===== src/sv/wsre_pkg.sv =====
`timescale 1ns / 1ps
`default_nettype none
package wsre_pkg;

    localparam int MAX_SECTORS = 32;
    localparam int NCHUNK      = (MAX_SECTORS + 1) / 2;
    localparam int CIDX_W      = $clog2(NCHUNK);
    localparam int CNT_W       = $clog2(NCHUNK + 1);
    localparam int TOT_W       = $clog2(MAX_SECTORS + 1);
    localparam int WIN_MAX     = 8;
    localparam logic [23:0] MAGIC_WORD = 24'h416F45;

    localparam logic [1:0] OP_START  = 2'd0;
    localparam logic [1:0] OP_REPLY  = 2'd1;
    localparam logic [1:0] OP_TICK   = 2'd2;
    localparam logic [1:0] OP_UNUSED = 2'd3;

    localparam logic [1:0] REG_WINDOW   = 2'd0;
    localparam logic [1:0] REG_RETRY    = 2'd1;
    localparam logic [1:0] REG_READ_OP  = 2'd2;
    localparam logic [1:0] REG_WRITE_OP = 2'd3;

    typedef enum logic [2:0] {
        KIND_REQ     = 3'd0,
        KIND_CHUNK   = 3'd1,
        KIND_OK      = 3'd2,
        KIND_PROTO   = 3'd3,
        KIND_TIMEOUT = 3'd4
    } kind_t;

    typedef enum logic [1:0] {
        CLS_START = 2'd0,
        CLS_REPLY = 2'd1,
        CLS_TICK  = 2'd2
    } cls_t;

    typedef struct packed {
        cls_t        cls;
        logic        is_write;
        logic [31:0] sector;
        logic [5:0]  total;
        logic [7:0]  seq;
        logic [7:0]  cmd;
        logic [7:0]  count;
        logic        status_nz;
        logic        magic_ok;
        logic        pay_hdr;
        logic        pay_data;
    } item_t;

    typedef struct packed {
        kind_t              kind;
        logic [7:0]         seq;
        logic [7:0]         cmd;
        logic [31:0]        sector;
        logic [1:0]         count;
        logic [CIDX_W-1:0]  idx;
    } result_t;

    typedef struct packed {
        logic             busy;
        logic [3:0]       outst;
        logic [CNT_W-1:0] remaining;
    } back_stat_t;

endpackage
`default_nettype wire


===== src/sv/wsre_front.sv =====
`timescale 1ns / 1ps
`default_nettype none
module wsre_front (
    input  wire logic            aclk,
    input  wire logic            aresetn,
    input  wire logic            s_tvalid,
    output logic                 s_tready,
    input  wire logic [159:0]    s_tdata,
    input  wire logic [1:0]      s_tuser,
    output logic                 q_valid,
    output wsre_pkg::item_t      q_item,
    input  wire logic            q_pop
);

    wsre_pkg::item_t mem_reg [2];
    logic       wr_ptr_reg, rd_ptr_reg;
    logic [1:0] cnt_reg;
    wsre_pkg::item_t in_item;
    logic       keep, push;

    always_comb begin
        in_item.cls       = (s_tuser == wsre_pkg::OP_START) ? wsre_pkg::CLS_START :
                            (s_tuser == wsre_pkg::OP_REPLY) ? wsre_pkg::CLS_REPLY :
                                                              wsre_pkg::CLS_TICK;
        in_item.is_write  = s_tdata[0];
        // Start items carry the first sector, replies the reply sector.
        in_item.sector    = (s_tuser == wsre_pkg::OP_START) ? s_tdata[32:1] : s_tdata[110:79];
        in_item.total     = s_tdata[38:33];
        in_item.seq       = s_tdata[70:63];
        in_item.cmd       = s_tdata[78:71];
        in_item.count     = s_tdata[118:111];
        in_item.status_nz = (s_tdata[150:119] != 32'd0);
        in_item.magic_ok  = (s_tdata[62:39] == wsre_pkg::MAGIC_WORD);
        in_item.pay_hdr   = (s_tdata[152:151] == 2'd0);
        in_item.pay_data  = (s_tdata[152:151] == 2'd1) || (s_tdata[152:151] == 2'd2);
        keep = (s_tuser == wsre_pkg::OP_START) || (s_tuser == wsre_pkg::OP_REPLY) ||
               (s_tuser == wsre_pkg::OP_TICK);
    end

    assign s_tready = (cnt_reg != 2'd2);
    assign push     = s_tvalid && s_tready && keep;
    assign q_valid  = (cnt_reg != 2'd0);
    assign q_item   = mem_reg[rd_ptr_reg];

    always_ff @(posedge aclk) begin
        if (!aresetn) begin
            wr_ptr_reg <= 1'b0;
            rd_ptr_reg <= 1'b0;
            cnt_reg    <= 2'd0;
        end else begin
            if (push) wr_ptr_reg <= ~wr_ptr_reg;
            if (q_pop && q_valid) rd_ptr_reg <= ~rd_ptr_reg;
            cnt_reg <= cnt_reg + 2'(push) - 2'(q_pop && q_valid);
        end
    end

    always_ff @(posedge aclk) begin
        if (push) mem_reg[wr_ptr_reg] <= in_item;
    end

endmodule
`default_nettype wire


===== src/sv/wsre_back.sv =====
`timescale 1ns / 1ps
`default_nettype none
module wsre_back (
    input  wire logic              aclk,
    input  wire logic              aresetn,
    input  wire logic              cfg_wr_en,
    input  wire logic [1:0]        cfg_index,
    input  wire logic [7:0]        cfg_wdata,
    input  wire logic              q_valid,
    input  wire wsre_pkg::item_t   q_item,
    output logic                   q_pop,
    output logic                   out_valid,
    output wsre_pkg::result_t      out_data,
    output logic                   out_last,
    input  wire logic              out_ready,
    output wsre_pkg::back_stat_t   stat
);

    localparam int CI = wsre_pkg::CIDX_W;
    localparam int CW = wsre_pkg::CNT_W;
    localparam int TW = wsre_pkg::TOT_W;

    typedef enum logic [5:0] {
        ST_IDLE  = 6'b000001,
        ST_CHUNK = 6'b000010,
        ST_POST  = 6'b000100,
        ST_FILL  = 6'b001000,
        ST_END   = 6'b010000,
        ST_FLUSH = 6'b100000
    } state_t;

    state_t state_reg, state_next;
    logic [3:0]  win_reg;
    logic [7:0]  limit_reg, rd_op_reg, wr_op_reg;
    logic [7:0]  seq_ctr_reg, seq_ctr_next, first_seq_reg, first_seq_next;
    logic        busy_reg, busy_next, wmode_reg, wmode_next;
    logic [31:0] base_reg, base_next;
    logic [TW-1:0] tot_reg, tot_next;
    logic [wsre_pkg::NCHUNK-1:0] done_reg, done_next;
    logic [CI-1:0] ptr_reg, ptr_next, hit_reg, hit_next;
    logic [CW-1:0] rem_reg, rem_next;
    logic [3:0]  outst_reg, outst_next;
    logic [7:0]  retry_reg, retry_next;
    wsre_pkg::kind_t end_kind_reg, end_kind_next;
    logic        pend_valid_reg, pend_valid_next;
    wsre_pkg::result_t pend_reg, pend_next;
    logic        out_valid_reg, out_valid_next, out_last_reg, out_last_next;
    wsre_pkg::result_t out_reg, out_next;

    logic [7:0]  opcode;
    logic [3:0]  win_eff;
    logic [CW-1:0] n_cur, n_start;
    logic [TW-1:0] tot_start;
    logic [TW:0] tot_inc;
    logic [7:0]  diff, retry_inc;
    logic [CI-1:0] ridx;
    logic        hit, out_free, can_put, produce;
    wsre_pkg::result_t new_res;

    function automatic logic [31:0] chunk_sector(input logic [31:0] base,
                                                 input logic [CI-1:0] idx);
        chunk_sector = base + 32'({idx, 1'b0});
    endfunction

    function automatic logic [1:0] chunk_len(input logic [TW-1:0] tot,
                                             input logic [CI-1:0] idx);
        chunk_len = ((TW+2)'(tot) >= (TW+2)'({idx, 1'b0}) + (TW+2)'(2)) ? 2'd2 : 2'd1;
    endfunction

    function automatic wsre_pkg::result_t chunk_res(input wsre_pkg::kind_t kind,
                                                   input logic [7:0] first_seq,
                                                   input logic [7:0] opc,
                                                   input logic [31:0] base,
                                                   input logic [TW-1:0] tot,
                                                   input logic [CI-1:0] idx);
        wsre_pkg::result_t r;
        r.kind   = kind;
        r.seq    = first_seq + 8'd1 + 8'(idx);
        r.cmd    = opc;
        r.sector = chunk_sector(base, idx);
        r.count  = chunk_len(tot, idx);
        r.idx    = idx;
        chunk_res = r;
    endfunction

    assign opcode  = wmode_reg ? wr_op_reg : rd_op_reg;
    assign win_eff = (win_reg == 4'd0) ? 4'd1 :
                     (win_reg > 4'(wsre_pkg::WIN_MAX)) ? 4'(wsre_pkg::WIN_MAX) : win_reg;
    assign tot_inc = (TW+1)'(tot_reg) + (TW+1)'(1);
    assign n_cur   = CW'(tot_inc[TW:1]);
    assign out_free = !out_valid_reg || out_ready;
    assign can_put  = !pend_valid_reg || out_free;
    assign retry_inc = (retry_reg == 8'hFF) ? 8'hFF : retry_reg + 8'd1;

    // Sequence numbers of a transfer are consecutive, so the reply seq names its chunk.
    assign diff = q_item.seq - first_seq_reg - 8'd1;
    assign ridx = diff[CI-1:0];
    assign hit  = (wmode_reg ? q_item.pay_hdr : q_item.pay_data) && q_item.magic_ok &&
                  (diff < 8'(n_cur)) && (q_item.cmd == opcode) &&
                  (q_item.sector == chunk_sector(base_reg, ridx)) &&
                  (q_item.count == {6'd0, chunk_len(tot_reg, ridx)});

    always_comb begin
        tot_start = (q_item.total > 6'(wsre_pkg::MAX_SECTORS)) ?
                    TW'(wsre_pkg::MAX_SECTORS) : TW'(q_item.total);
        n_start   = CW'(((TW+1)'(tot_start) + (TW+1)'(1)) >> 1);
    end

    always_comb begin
        state_next = state_reg;
        seq_ctr_next = seq_ctr_reg;
        first_seq_next = first_seq_reg;
        busy_next = busy_reg;
        wmode_next = wmode_reg;
        base_next = base_reg;
        tot_next = tot_reg;
        done_next = done_reg;
        ptr_next = ptr_reg;
        hit_next = hit_reg;
        rem_next = rem_reg;
        outst_next = outst_reg;
        retry_next = retry_reg;
        end_kind_next = end_kind_reg;
        q_pop = 1'b0;
        produce = 1'b0;
        new_res = '0;
        new_res.kind = end_kind_reg;

        case (state_reg)
            ST_IDLE: begin
                if (q_valid) begin
                    q_pop = 1'b1;
                    case (q_item.cls)
                        wsre_pkg::CLS_START: begin
                            if (!busy_reg) begin
                                wmode_next     = q_item.is_write;
                                base_next      = q_item.sector;
                                tot_next       = tot_start;
                                first_seq_next = seq_ctr_reg;
                                seq_ctr_next   = seq_ctr_reg + 8'(n_start);
                                done_next      = '0;
                                ptr_next       = '0;
                                rem_next       = n_start;
                                outst_next     = 4'd0;
                                retry_next     = 8'd0;
                                busy_next      = 1'b1;
                                if (n_start == '0) begin
                                    end_kind_next = wsre_pkg::KIND_OK;
                                    state_next    = ST_END;
                                end else begin
                                    state_next = ST_FILL;
                                end
                            end
                        end
                        wsre_pkg::CLS_REPLY: begin
                            if (busy_reg) begin
                                state_next = ST_POST;
                                if (hit) begin
                                    retry_next = 8'd0;
                                    if (q_item.status_nz) begin
                                        end_kind_next = wsre_pkg::KIND_PROTO;
                                        state_next    = ST_END;
                                    end else if (!done_reg[ridx]) begin
                                        done_next[ridx] = 1'b1;
                                        if (rem_reg != '0) rem_next = rem_reg - CW'(1);
                                        if (outst_reg != 4'd0) outst_next = outst_reg - 4'd1;
                                        hit_next   = ridx;
                                        state_next = ST_CHUNK;
                                    end
                                end
                            end
                        end
                        wsre_pkg::CLS_TICK: begin
                            if (busy_reg) begin
                                if (outst_reg != 4'd0) outst_next = outst_reg - 4'd1;
                                state_next = ST_POST;
                            end
                        end
                        default: ;
                    endcase
                end
            end
            ST_CHUNK: begin
                if (can_put) begin
                    produce    = 1'b1;
                    new_res    = chunk_res(wsre_pkg::KIND_CHUNK, first_seq_reg, opcode,
                                           base_reg, tot_reg, hit_reg);
                    state_next = ST_POST;
                end
            end
            ST_POST: begin
                retry_next = retry_inc;
                if (rem_reg == '0) begin
                    end_kind_next = wsre_pkg::KIND_OK;
                    state_next    = ST_END;
                end else if (retry_inc >= limit_reg) begin
                    end_kind_next = wsre_pkg::KIND_TIMEOUT;
                    state_next    = ST_END;
                end else begin
                    state_next = ST_FILL;
                end
            end
            ST_FILL: begin
                // One chunk a cycle under the round-robin pointer, unless the output registers are full.
                if (outst_reg < win_eff && CW'(outst_reg) < rem_reg) begin
                    if (done_reg[ptr_reg] || can_put) begin
                        ptr_next = (CW'(ptr_reg) + CW'(1) == n_cur) ? '0 : ptr_reg + CI'(1);
                    end
                    if (!done_reg[ptr_reg] && can_put) begin
                        produce    = 1'b1;
                        new_res    = chunk_res(wsre_pkg::KIND_REQ, first_seq_reg, opcode,
                                               base_reg, tot_reg, ptr_reg);
                        outst_next = outst_reg + 4'd1;
                    end
                end else begin
                    state_next = ST_FLUSH;
                end
            end
            ST_END: begin
                if (can_put) begin
                    produce    = 1'b1;
                    busy_next  = 1'b0;
                    state_next = ST_FLUSH;
                end
            end
            ST_FLUSH: begin
                if (!pend_valid_reg || out_free) state_next = ST_IDLE;
            end
            default: state_next = ST_IDLE;
        endcase
    end

    // A result waits in the pending register until the next one, or the end
    // of the item, tells whether it is the last one.
    always_comb begin
        pend_valid_next = pend_valid_reg;
        pend_next       = pend_reg;
        out_valid_next  = out_valid_reg && !out_ready;
        out_next        = out_reg;
        out_last_next   = out_last_reg;
        if (produce) begin
            if (pend_valid_reg) begin
                out_valid_next = 1'b1;
                out_next       = pend_reg;
                out_last_next  = 1'b0;
            end
            pend_valid_next = 1'b1;
            pend_next       = new_res;
        end else if (state_reg == ST_FLUSH && pend_valid_reg && out_free) begin
            out_valid_next  = 1'b1;
            out_next        = pend_reg;
            out_last_next   = 1'b1;
            pend_valid_next = 1'b0;
        end
    end

    always_ff @(posedge aclk) begin
        if (!aresetn) begin
            state_reg      <= ST_IDLE;
            win_reg        <= 4'd4;
            limit_reg      <= 8'd100;
            rd_op_reg      <= 8'd1;
            wr_op_reg      <= 8'd2;
            seq_ctr_reg    <= 8'd0;
            busy_reg       <= 1'b0;
            done_reg       <= '0;
            ptr_reg        <= '0;
            rem_reg        <= '0;
            outst_reg      <= 4'd0;
            retry_reg      <= 8'd0;
            pend_valid_reg <= 1'b0;
            out_valid_reg  <= 1'b0;
        end else begin
            state_reg      <= state_next;
            seq_ctr_reg    <= seq_ctr_next;
            busy_reg       <= busy_next;
            done_reg       <= done_next;
            ptr_reg        <= ptr_next;
            rem_reg        <= rem_next;
            outst_reg      <= outst_next;
            retry_reg      <= retry_next;
            pend_valid_reg <= pend_valid_next;
            out_valid_reg  <= out_valid_next;
            if (cfg_wr_en) begin
                case (cfg_index)
                    wsre_pkg::REG_WINDOW:   win_reg   <= cfg_wdata[3:0];
                    wsre_pkg::REG_RETRY:    limit_reg <= cfg_wdata;
                    wsre_pkg::REG_READ_OP:  rd_op_reg <= cfg_wdata;
                    wsre_pkg::REG_WRITE_OP: wr_op_reg <= cfg_wdata;
                    default: ;
                endcase
            end
        end
    end

    always_ff @(posedge aclk) begin
        first_seq_reg <= first_seq_next;
        wmode_reg     <= wmode_next;
        base_reg      <= base_next;
        tot_reg       <= tot_next;
        hit_reg       <= hit_next;
        end_kind_reg  <= end_kind_next;
        pend_reg      <= pend_next;
        out_reg       <= out_next;
        out_last_reg  <= out_last_next;
    end

    assign out_valid = out_valid_reg;
    assign out_data  = out_reg;
    assign out_last  = out_last_reg;
    assign stat.busy      = busy_reg;
    assign stat.outst     = outst_reg;
    assign stat.remaining = rem_reg;

endmodule
`default_nettype wire


===== src/sv/windowed_sector_request_engine_core.sv =====
`timescale 1ns / 1ps
`default_nettype none
// Splits a sector transfer of up to 32 sectors into chunk requests of up to two
// sectors and tracks replies over a window of outstanding requests, resending on
// timeout ticks. A front stage decodes input beats into a two-entry queue; a back-end
// sequencer handles one queued item at a time, looking at one chunk per cycle unless
// the output registers are full. Results leave through a pending and an output
// register; the final result of an item carries tlast. Configuration writes are
// taken on any cycle with cfg_wr_en high and must only be made while idle.
module windowed_sector_request_engine_core (
    input  wire logic         aclk,
    input  wire logic         aresetn,
    input  wire logic         cfg_wr_en,
    input  wire logic [1:0]   cfg_index,
    input  wire logic [7:0]   cfg_wdata,
    input  wire logic         s_tvalid,
    output logic              s_tready,
    // is_write, first_sector, sector_total, reply_magic, reply_seq, reply_command,
    // reply_sector, reply_count, reply_status, reply_payload
    input  wire logic [159:0] s_tdata,
    // op
    input  wire logic [1:0]   s_tuser,
    output logic              m_tvalid,
    input  wire logic         m_tready,
    // seq, command, sector, count, chunk_index
    output logic [55:0]       m_tdata,
    // kind
    output logic [2:0]        m_tuser,
    output logic              m_tlast
);

    logic                 q_valid, q_pop;
    wsre_pkg::item_t      q_item;
    wsre_pkg::result_t    res;
    wsre_pkg::back_stat_t stat;

    wsre_front u_front (
        .aclk(aclk), .aresetn(aresetn),
        .s_tvalid(s_tvalid), .s_tready(s_tready), .s_tdata(s_tdata), .s_tuser(s_tuser),
        .q_valid(q_valid), .q_item(q_item), .q_pop(q_pop)
    );

    wsre_back u_back (
        .aclk(aclk), .aresetn(aresetn),
        .cfg_wr_en(cfg_wr_en), .cfg_index(cfg_index), .cfg_wdata(cfg_wdata),
        .q_valid(q_valid), .q_item(q_item), .q_pop(q_pop),
        .out_valid(m_tvalid), .out_data(res), .out_last(m_tlast), .out_ready(m_tready),
        .stat(stat)
    );

    assign m_tdata = {2'b00, 4'(res.idx), res.count, res.sector, res.cmd, res.seq};
    assign m_tuser = res.kind;

    a_outst_le_rem: assert property (@(posedge aclk) disable iff (!aresetn)
        4'(stat.remaining) >= stat.outst || stat.remaining > 5'(15))
        else $error("outstanding requests exceed open chunks");

    a_outst_le_win: assert property (@(posedge aclk) disable iff (!aresetn)
        stat.outst <= 4'(wsre_pkg::WIN_MAX))
        else $error("outstanding requests exceed the largest window");

    a_start_clear: assert property (@(posedge aclk) disable iff (!aresetn)
        $rose(stat.busy) |-> stat.outst == 4'd0)
        else $error("transfer started with requests outstanding");

endmodule
`default_nettype wire

===== config.mk =====
export PLATFORM = sky130hd
export DESIGN_NAME = windowed_sector_request_engine_core
export DESIGN_NICKNAME = d
export VERILOG_FILES = /design/src/sv/wsre_pkg.sv /design/src/sv/wsre_front.sv /design/src/sv/wsre_back.sv /design/src/sv/windowed_sector_request_engine_core.sv
export SDC_FILE = /design/constraint.sdc
export NUM_CORES = 1
export LEC_CHECK = 0
export ABC_AREA = 0
export BUFFER_PORTS_ARGS = -buffer_cell sky130_fd_sc_hd__buf_4
export CAP_MARGIN = 30
export CORE_MARGIN = 5
export CORE_UTILIZATION = 52
export CTS_BUF_LIST = sky130_fd_sc_hd__clkbuf_8
export CTS_CLUSTER_SIZE = 12
export DETAILED_ROUTE_END_ITERATION = 7
export MAX_ROUTING_LAYER = met4
export PLACE_DENSITY = 0.75
export SLEW_MARGIN = 40
export SYNTH_ARGS = -nofsm -noshare
export SYNTH_HDL_FRONTEND = slang
export SYNTH_SLANG_ARGS = --single-unit

===== constraint.sdc =====
create_clock -name aclk -period 9 [get_ports aclk]
set_clock_uncertainty 0.2 [all_clocks]
set_input_delay 0.9 -clock aclk [delete_from_list [all_inputs] [get_ports aclk]]
set_output_delay 0.9 -clock aclk [all_outputs]
set_load 0.02 [all_outputs]

==> qor.yml, run 1 <==
drt:
  drc: 0
  routed_wl_um: 51100
  ant_nets: 0
  post_drt_via_cell_ratio: 5.81
  num_vias: 14900
  initialDrtViolationCount: 1307
  drtPass1Iterations: 6
  wire_per_inst_um: 19.9
worst_setup_path:
  crit_chain: "mux2_2 -> ha_1 -> fa_1 -> xnor2_1 -> clkinv_1 -> ha_1 -> nand2_1 -> o21ai_1 -> nand4_1 -> or4b_1 -> a221oi_2 -> nand4b_2 -> or4_4 -> nor4_2"
  worstPathArrival_ns: 7.30
  max_stage_delay_ns: 0.74
  critical_path.max_fanout: 40
  start_kind: "flop"
  cp.required_ns: 9.09
  path_common_cell: "ha_1"
  worst_setup_path_end_kind: "flop"
  cpMaxStageDelayCell: "dfxtp_4"
  path_class: "reg2reg"
floorplanning:
  fp.dieH_um: 208
  start_util_pct: 52.7
  num_rows: 72
  die-area_mm2: 0.0433
  core_mm2: 0.0387
  io_pins: 239
  dieWidth_um: 208
clock_tree:
  cts_setup_buffers: 0
  clock_path_buffers: 3
  htreeDepth: 2
  cts.sinks: 394
  hold_buffers: 0
  cts_root_buf: "clkbuf_8"
  cts-buffers-inserted: 61
  ctsResizeCount: 0
  cts_tree: "built"
  clk_pin_slew_ns: 0.07
  insertion_delay_ns: 0.70
placement:
  hpwlAfterDp_um: 37700
  place.gp.congestion: 0.936
  placed_cells: 2458
  portBuffers: 229
final_layout:
  area_growth_pct: 17.0
  largest_register_ff_count: 138
  finalNonFillerCells: 2569
  fin_nets: 2272
  final_layout_size_suffix_gt1_share_pct: 21.4
synthesis:
  synth_cells: 1766
  ys_ff_latch: 394
  netlist_top_cells_area: "edfxtp_1, dfxtp_1, ha_1"
  synthDistinctLibCells: 98
  syn_area_mm2: 0.0204
  yosysMostFrequentCell: "edfxtp_1"
  yosys_warnings: 0
  yosys.area.top_type: "edfxtp_1"
  yosysSeqAreaShare_pct: 53.7
  synth.avg_cell_area_um2: 11.6
  synth_edf_count: 307
  synthArstFlopShare_pct: 0
  ys.flop_type: "edfxtp_1"
  synth_top_area_share_pct: 45.2
  synthTopCellsByCount: "edfxtp_1, nand2_1, o21ai_0"
run:
  cap_viol_max_count: 0
grt:
  grt_max_degree: 84
  grt_pass1_wl_um: 79900
  grt_usage_pct: 23.7
  antenna_found_initial: 1
  first_global_vias: 14400
  gr-total-overflow: 0
timing:
  slew_headroom_pct: 40.8
  clock.fmax_mhz: 139
  worstMarginPinSlew_ns: 0.881
  fin_tns_setup_ns: 0
  hold_viol_final: 0
  slew_violations: 0
  finalCritPeriodShare_pct: 80.1
  period_minus_slack_ns: 7.21
  rsz0062_at_grt: "false"
  setup_violations: 0
pwr:
  fin_total_pwr_mw: 5.65
  power_density_mw_per_mm2: 237
  peakVddDrop_uv: 173
  leakage_nw: 9.07
worst_hold_path:
  hold_class: "in2reg"
  holdCritStartpoint: "s_tdata[74]"
status:
  outcome: "finished clean"
metal layers:
layer / track usage, % / wire, um
met1: 33.7 / 22600
met2: 35.3 / 23100
met3: 4.31 / 4110
met4: 6.57 / 1300
met5: - / 0
power by group:
part / internal, mW / switching (mW)
Combinational: 0.713 / 1.03
Clock: 0.899 / 0.705
Sequential: 2.14 / 0.167
final cells by class:
type                    instances  area [um^2]
fillers                      3104        14900
flip-flops and latches        394        11000
multi-input cells            1216         8790
repair buffers                242         1830
clock buffers                  61          840
well taps                     518          648
clock inverters                49          470
inverters                      88          333
diodes                          1         2.50
critical path: cells and delay by family (launching register included):
kind / cells / cell delay (ns)
and+or+nand+nor: 6 / 2.33
adders and majority gates: 3 / 1.18
AOI/OAI and AO/OA: 2 / 0.89
DFF: 1 / 0.74
xor gates and xnor gates: 1 / 0.54
buffers and inverters: 1 / 0.49
muxes: 1 / 0.41
per-stage QoR:
stage	instance area [um^2]	hold slack [ns]	worst slack (ns)	util (%)
after global placement	22500	0.202	1.81	58.1
after global routing	23900	0.140	1.54	61.7
final	23900	0.178	1.79	61.7
after detailed placement	22600	0.205	1.98	58.2
after CTS	23900	0.133	1.91	61.6
after floorplan	20400	0.200	1.89	-
path summary, 6_finish.rpt:
check,to,slack (ns),cells after the start
setup / recovery,u_back.hit_reg[2],1.79,14
hold / removal,u_front.mem_reg[0][15],0.18,1
setup reg to reg,u_back.hit_reg[2],1.79,14
hold reg to reg,u_back.out_data[39],0.22,0
kinds of logic (layout without fill, tap and decap cells):
family	Yosys count	after routing	share of synthesized area, %
compound gates	355	355	11.8
xor+xnor	104	104	4.84
fa+ha+maj	92	92	5.90
buf+inv	157	440	3.49
flops	394	394	53.7
mux	119	119	6.55
other cells	1	3	0.0184
simple gates	544	544	13.8
cells in the final DEF (no fill, tap or decap), types with 12 or more instances in the layout:
cell type,n
inv_1,97
xor2_1,47
dfxtp_1,86
buf_4,239
nor2b_1,27
a22o_1,15
o22ai_1,25
o21ai_0,96
nand2_1,158
a31oi_1,12
nor4_1,21
ha_1,85
nand2b_1,18
and2_1,15
mux2_2,62
a21boi_0,23
nor3_1,30
nand3_1,65
clkbuf_8,61
clkinv_1,14
xnor2_1,52
a21o_1,31
a21oi_1,52
and3_1,16
nand4_1,30
edfxtp_1,307
mux2i_1,50
nor2_1,88
No activity file was read; power rests on OpenSTA's default activity.
==> run 2, diff against run 1 <==
--- a/config.mk
+++ b/config.mk
@@ -5,7 +5,7 @@
 export SDC_FILE = /design/constraint.sdc
 export NUM_CORES = 1
 export LEC_CHECK = 0
-export ABC_AREA = 0
+export ABC_AREA = 1
 export BUFFER_PORTS_ARGS = -buffer_cell sky130_fd_sc_hd__buf_4
 export CAP_MARGIN = 30
 export CORE_MARGIN = 5
==> constraint.sdc (replaced) <==
create_clock -name aclk -period 7 [get_ports aclk]
set_clock_uncertainty 0.2 [all_clocks]
set_input_delay 0.7 -clock aclk [delete_from_list [all_inputs] [get_ports aclk]]
set_output_delay 0.7 -clock aclk [all_outputs]
set_load 0.02 [all_outputs]
==> qor.yml, run 2 <==
floorplanning:
  num_rows: 74
  io_pins: 239
  dieWidth_um: 213
  core_mm2: 0.0408
  die-area_mm2: 0.0454
  fp.dieH_um: 213
  start_util_pct: 52.5
clock_tree:
  cts-buffers-inserted: 67
  insertion_delay_ns: 0.62
  ctsResizeCount: 0
  cts_root_buf: "clkbuf_8"
  clk_pin_slew_ns: 0.06
  cts_tree: "built"
  cts_setup_buffers: 0
  clock_path_buffers: 3
  hold_buffers: 0
  cts.sinks: 394
  htreeDepth: 3
synthesis:
  synth_top_family_by_area: "simple AND/OR/NAND/NOR gates"
  synthSimpleGateAreaFrac_pct: 21.0
  ys_ff_latch: 394
  yosys.area.top_type: "edfxtp_1"
  muxShareOfSynthArea_pct: 1.91
  syn_area_mm2: 0.0214
  synth_edf_count: 307
  ys.flop_type: "edfxtp_1"
  synth-xor-area-share_pct: 3.62
  yosys_warnings: 0
  synth_compound_area_share_pct: 9.89
  synth_top_area_share_pct: 43.0
  synth_cells: 2388
  synth.avg_cell_area_um2: 8.98
  synthTopCellsByCount: "nand2_1, edfxtp_1, inv_1"
  synthDistinctLibCells: 63
  synth_fa_ha_area_share_pct: 5.62
  netlist_top_cells_area: "edfxtp_1, nand2_1, dfxtp_1"
  yosysSeqAreaShare_pct: 51.1
  synthArstFlopShare_pct: 0
  yosysMostFrequentCell: "nand2_1"
timing:
  worstMarginPinSlew_ns: 0.801
  fin_tns_setup_ns: 0
  rsz0062_at_grt: "false"
  clock.fmax_mhz: 165
  period_minus_slack_ns: 6.07
  slew_headroom_pct: 46.5
  setup_violations: 0
  finalCritPeriodShare_pct: 86.7
  hold_viol_final: 0
  slew_violations: 0
worst_setup_path:
  worstPathArrival_ns: 6.16
  start_kind: "flop"
  path_class: "reg2reg"
  worst_setup_path_end_kind: "flop"
  cp.required_ns: 7.10
  endpoint: "u_back.end_kind_reg[0]"
  critical_path.max_fanout: 22
  reg2reg_setup_slack_ns: 0.93
  r2r_cells: 21
  rr_endpoint: "u_back.end_kind_reg[0]"
grt:
  antenna_found_initial: 4
  grt_max_degree: 70
  grt_pass1_wl_um: 92200
  grt_usage_pct: 26.9
  first_global_vias: 17100
  gr-total-overflow: 0
placement:
  portBuffers: 229
  place.gp.congestion: 0.985
  place_area_mm2: 0.0237
  placed_cells: 3102
  hpwlAfterDp_um: 45100
drt:
  wl_met3_um: 5370
  ant_nets: 0
  routed.top_layer: "met4"
  drt-met1-wl_um: 26000
  routed_wl_um: 59700
  dr_wl_met2_um: 26600
  post_drt_via_cell_ratio: 5.49
  wire_per_inst_um: 18.5
  drc: 0
  initialDrtViolationCount: 1673
  num_vias: 17700
  drtPass1Iterations: 5
final_layout:
  final_area_mm2: 0.0250
  layout_commonest_cell: "nand2_1"
  fin_nets: 2909
  area_growth_pct: 16.7
  mostFrequentLayoutCells: "nand2_1, inv_1, edfxtp_1, buf_4, nor2_1"
  fin_util_pct: 61.3
  fillers: 3468
  largest_register_ff_count: 138
  finalNonFillerCells: 3224
  final_layout_size_suffix_gt1_share_pct: 16.5
pwr:
  leakage_nw: 10.4
  fin_total_pwr_mw: 8.16
  peakVddDrop_uv: 179
  power_density_mw_per_mm2: 326
worst_hold_path:
  hold_class: "in2reg"
status:
  outcome: "finished clean"
run:
  cap_viol_max_count: 0
## run 2: cell count changes after synthesis, sizes merged, moves of 28 or more
cell,change
mux2i,-45
nand4,+30
a21o,-30
nand2,+386
inv,+222
nor2b,-28
mux2,-32
nor2,+117
nand3,+47
o21ai,+60
xnor2,-33
a21oi,+102
## run 2: area by class of cell
cell class	instances	area, um^2	area share [%]
tap	532	666	2.66
clock buffer	77	1060	4.24
sequential	394	11000	43.8
clock inverter	40	235	0.940
antenna	4	10.0	0.0400
inverter	312	1170	4.68
timing repair buffer	245	1850	7.40
multi-input combinational	1620	9060	36.2
## run 2: cells by family (layout without fill, tap and decap cells)
kind of cell,count (synthesis),count (layout)
buffers and inverters,375,674
muxes,37,37
DFF,394,394
xor gates and xnor gates,87,87
other,1,6
and+or+nand+nor,1016,1016
adders and majority gates,92,92
AOI/OAI and AO/OA,386,386
## run 2: worst min path at each step
| stage | startpoint | endpoint | slack, ns | cells after the start |
|---|---|---|---|---|
| CTS | s_tdata[71] | u_front.mem_reg[0][12] | 0.04 | 1 |
| detailed placement | u_back.pend_reg[13] | u_back.out_data[13] | 0.20 | 0 |
| global placement | u_back.pend_reg[28] | u_back.out_data[28] | 0.20 | 0 |
| finish | s_tdata[111] | u_front.mem_reg[0][4] | 0.08 | 1 |
| floorplan | u_back.pend_reg[0] | u_back.out_data[0] | 0.20 | 0 |
| global route | s_tdata[70] | u_front.mem_reg[0][27] | 0.04 | 1 |
## run 2: routing by layer
layer  GRT usage [%]  up-vias
li1                -     8623
met1            36.2     8271
met2            40.1      717
met3            6.63       90
met4            9.25        0
met5               -        -
## run 2: per-stage QoR
step	hold slack, ns	setup WS (ns)
global placement	0.202	1.06
finish	0.0766	0.934
detailed placement	0.205	0.948
CTS	0.0363	0.924
global route	0.0411	0.481
floorplan	0.200	0.509
## run 2: critical path: stages, from the launching register on
cell and delay [ns]:
dfxtp_2 0.63, inv_2 0.25, nand2_1 0.11, nand2_1 0.09, ha_1 0.36, nand3_1 0.11, nand3_1 0.17, xor2_1 0.50
inv_1 0.29, ha_1 0.48, inv_2 0.06, nand2_1 0.09, nand3_1 0.27, nor2_2 0.25, xnor3_1 0.33, nor2_1 0.14
nand4_1 0.11, nor2_2 0.28, nand2_1 0.12, nand2_1 0.11, nand4_1 0.38, nor2_1 0.40
## run 2: power by group
group,internal (mW),switching (mW)
combinational,1.00,2.12
clock,1.08,0.950
sequential,2.80,0.216
==> run 3, diff against run 2 <==
--- a/config.mk
+++ b/config.mk
@@ -9,12 +9,12 @@
 export BUFFER_PORTS_ARGS = -buffer_cell sky130_fd_sc_hd__buf_4
 export CAP_MARGIN = 30
 export CORE_MARGIN = 5
-export CORE_UTILIZATION = 52
+export CORE_UTILIZATION = 25
 export CTS_BUF_LIST = sky130_fd_sc_hd__clkbuf_8
 export CTS_CLUSTER_SIZE = 12
 export DETAILED_ROUTE_END_ITERATION = 7
 export MAX_ROUTING_LAYER = met4
-export PLACE_DENSITY = 0.75
+export PLACE_DENSITY = 0.44
 export SLEW_MARGIN = 40
 export SYNTH_ARGS = -nofsm -noshare
 export SYNTH_HDL_FRONTEND = slang
==> qor.yml, run 3 (synthesis results as in run 2) <==
final_layout:
  largest_register_ff_count: 138
  fin_nets: 2957
  fillers: 9005
  layout_commonest_cell: "nand2_1"
  mostFrequentLayoutCells: "nand2_1, inv_1, edfxtp_1, buf_4, nor2_1"
  final_layout_size_suffix_gt1_share_pct: 17.1
  area_growth_pct: 23.2
drt:
  drc: 0
  drtPass1Iterations: 7
  wire_per_inst_um: 17.9
  routed_wl_um: 69800
  num_vias: 17600
  post_drt_via_cell_ratio: 4.54
  ant_nets: 0
  initialDrtViolationCount: 1130
clock_tree:
  cts_setup_buffers: 0
  insertion_delay_ns: 0.67
  cts_root_buf: "clkbuf_8"
  cts_tree: "built"
  htreeDepth: 3
  cts.sinks: 394
  clk_pin_slew_ns: 0.06
  clock_path_buffers: 3
  cts-buffers-inserted: 75
  ctsResizeCount: 0
worst_setup_path:
  worst-path-buf-inv: 6
  cpMaxStageDelayCell: "ha_1"
  worstPathArrival_ns: 5.40
  path_common_cell: "nand2_1"
  cp.required_ns: 7.14
  critPathTopFamily: "simple AND/OR/NAND/NOR gates"
  worst_setup_path_end_kind: "flop"
  start_kind: "flop"
  critical_path.max_fanout: 25
  max_stage_delay_ns: 0.40
  path_class: "reg2reg"
timing:
  clock.fmax_mhz: 190
  worstMarginPinSlew_ns: 0.743
  setup_violations: 0
  slew_violations: 0
  finalCritPeriodShare_pct: 75.2
  rsz0062_at_grt: "false"
  fin_tns_setup_ns: 0
  hold_viol_final: 0
  slew_headroom_pct: 50.3
  period_minus_slack_ns: 5.26
pwr:
  seqPwrFrac_pct: 35.2
  power_density_mw_per_mm2: 324
  leakage_nw: 10.7
  fin_total_pwr_mw: 8.54
  clkPwrFrac_pct: 26.3
  p_int_mw: 5.06
  p_sw_mw: 3.48
  peakVddDrop_uv: 123
  pwr-share-comb_pct: 38.5
  swShare_pct: 40.8
floorplanning:
  die-area_mm2: 0.0917
  dieWidth_um: 303
  io_pins: 239
  fp.dieH_um: 303
  core_mm2: 0.0851
  num_rows: 107
  start_util_pct: 25.2
grt:
  grt_pass1_wl_um: 104000
  antenna_found_initial: 1
  grt_max_degree: 50
  gr-total-overflow: 0
  first_global_vias: 17300
  grt_usage_pct: 15.3
placement:
  portBuffers: 229
  hpwlAfterDp_um: 54100
  place.gp.congestion: 0.896
worst_hold_path:
  hold_class: "in2reg"
run:
  cap_viol_max_count: 0
status:
  outcome: "finished clean"
-- run 3: cell count changes in the layout (fill, tap and decap cells not counted), moves of 3 or more --
cell           change
buf_4              +9
clkbuf_8           +5
clkinv_2           +6
inv_8              +3
diode_2            -3
dlygate4sd3_1     +29
inv_1              +3
-- run 3: worst reg2reg max path, delay by kind of cell, from the launching register on --
kind | cells | cell delay [ns]
DFF | 1 | 0.38
xor gates and xnor gates | 2 | 0.31
and+or+nand+nor | 16 | 2.43
adders and majority gates | 2 | 0.79
buffers and inverters | 6 | 0.84
-- run 3: cell type report --
class	instances	area [um^2]	share of cell area [%]
repair buffers	285	2270	8.60
diodes	1	2.50	0.00948
multi-input cells	1620	9070	34.4
well taps	1144	1430	5.42
flip-flops and latches	394	11000	41.5
clock buffers	82	1130	4.28
clock inverters	52	359	1.36
inverters	312	1170	4.44
-- run 3: stage by stage --
step	setup slack (ns)	utilization, %	hold slack [ns]	cells	area [um^2]
global placement	1.73	28.8	0.202	3721	24500
detailed placement	1.73	28.9	0.205	3726	24600
global route	1.34	31.0	0.0251	3890	26400
finish	1.74	31.0	0.0861	3890	26400
CTS	1.70	31.0	0.00958	3889	26400
floorplan	0.509	-	0.200	2389	21400
-- run 3: final timing paths --
path / from / end / slack (ns) / depth (start not counted)
worst max-delay path: flop / u_back.end_kind_reg[1] / 1.74 / 26
worst min-delay path: s_tdata[111] / u_front.mem_reg[0][4] / 0.09 / 1
worst max register to register: flop / u_back.end_kind_reg[1] / 1.74 / 26
worst min register to register: u_back.pend_reg[18] / u_back.out_data[18] / 0.21 / 0
-- run 3: power by group through the flow --
| stage | Clock (mW) | Sequential (mW) | Combinational, mW |
|---|---|---|---|
| floorplan | 0 | 2.95 | 2.21 |
| global placement | 0 | 3.05 | 3.23 |
| detailed placement | 0 | 3.06 | 3.29 |
| CTS | 2.35 | 3.01 | 3.32 |
| global route | 2.45 | 3.03 | 3.69 |
| finish | 2.25 | 3.01 | 3.29 |
-- run 3: layer usage --
metal	global-route usage [%]	wire, um	up-vias
li1	-	-	8718
met1	21.3	33700	8323
met2	23.5	31000	496
met3	2.25	3360	111
met4	4.02	1680	0
met5	-	0	-
-- run 3: timing repair --
| item | in CTS | in global routing |
|---|---|---|
| hold endpoints to repair | 57 | 0 |
| hold buffers | 29 | 0 |
| setup endpoints to repair | 0 | 0 |
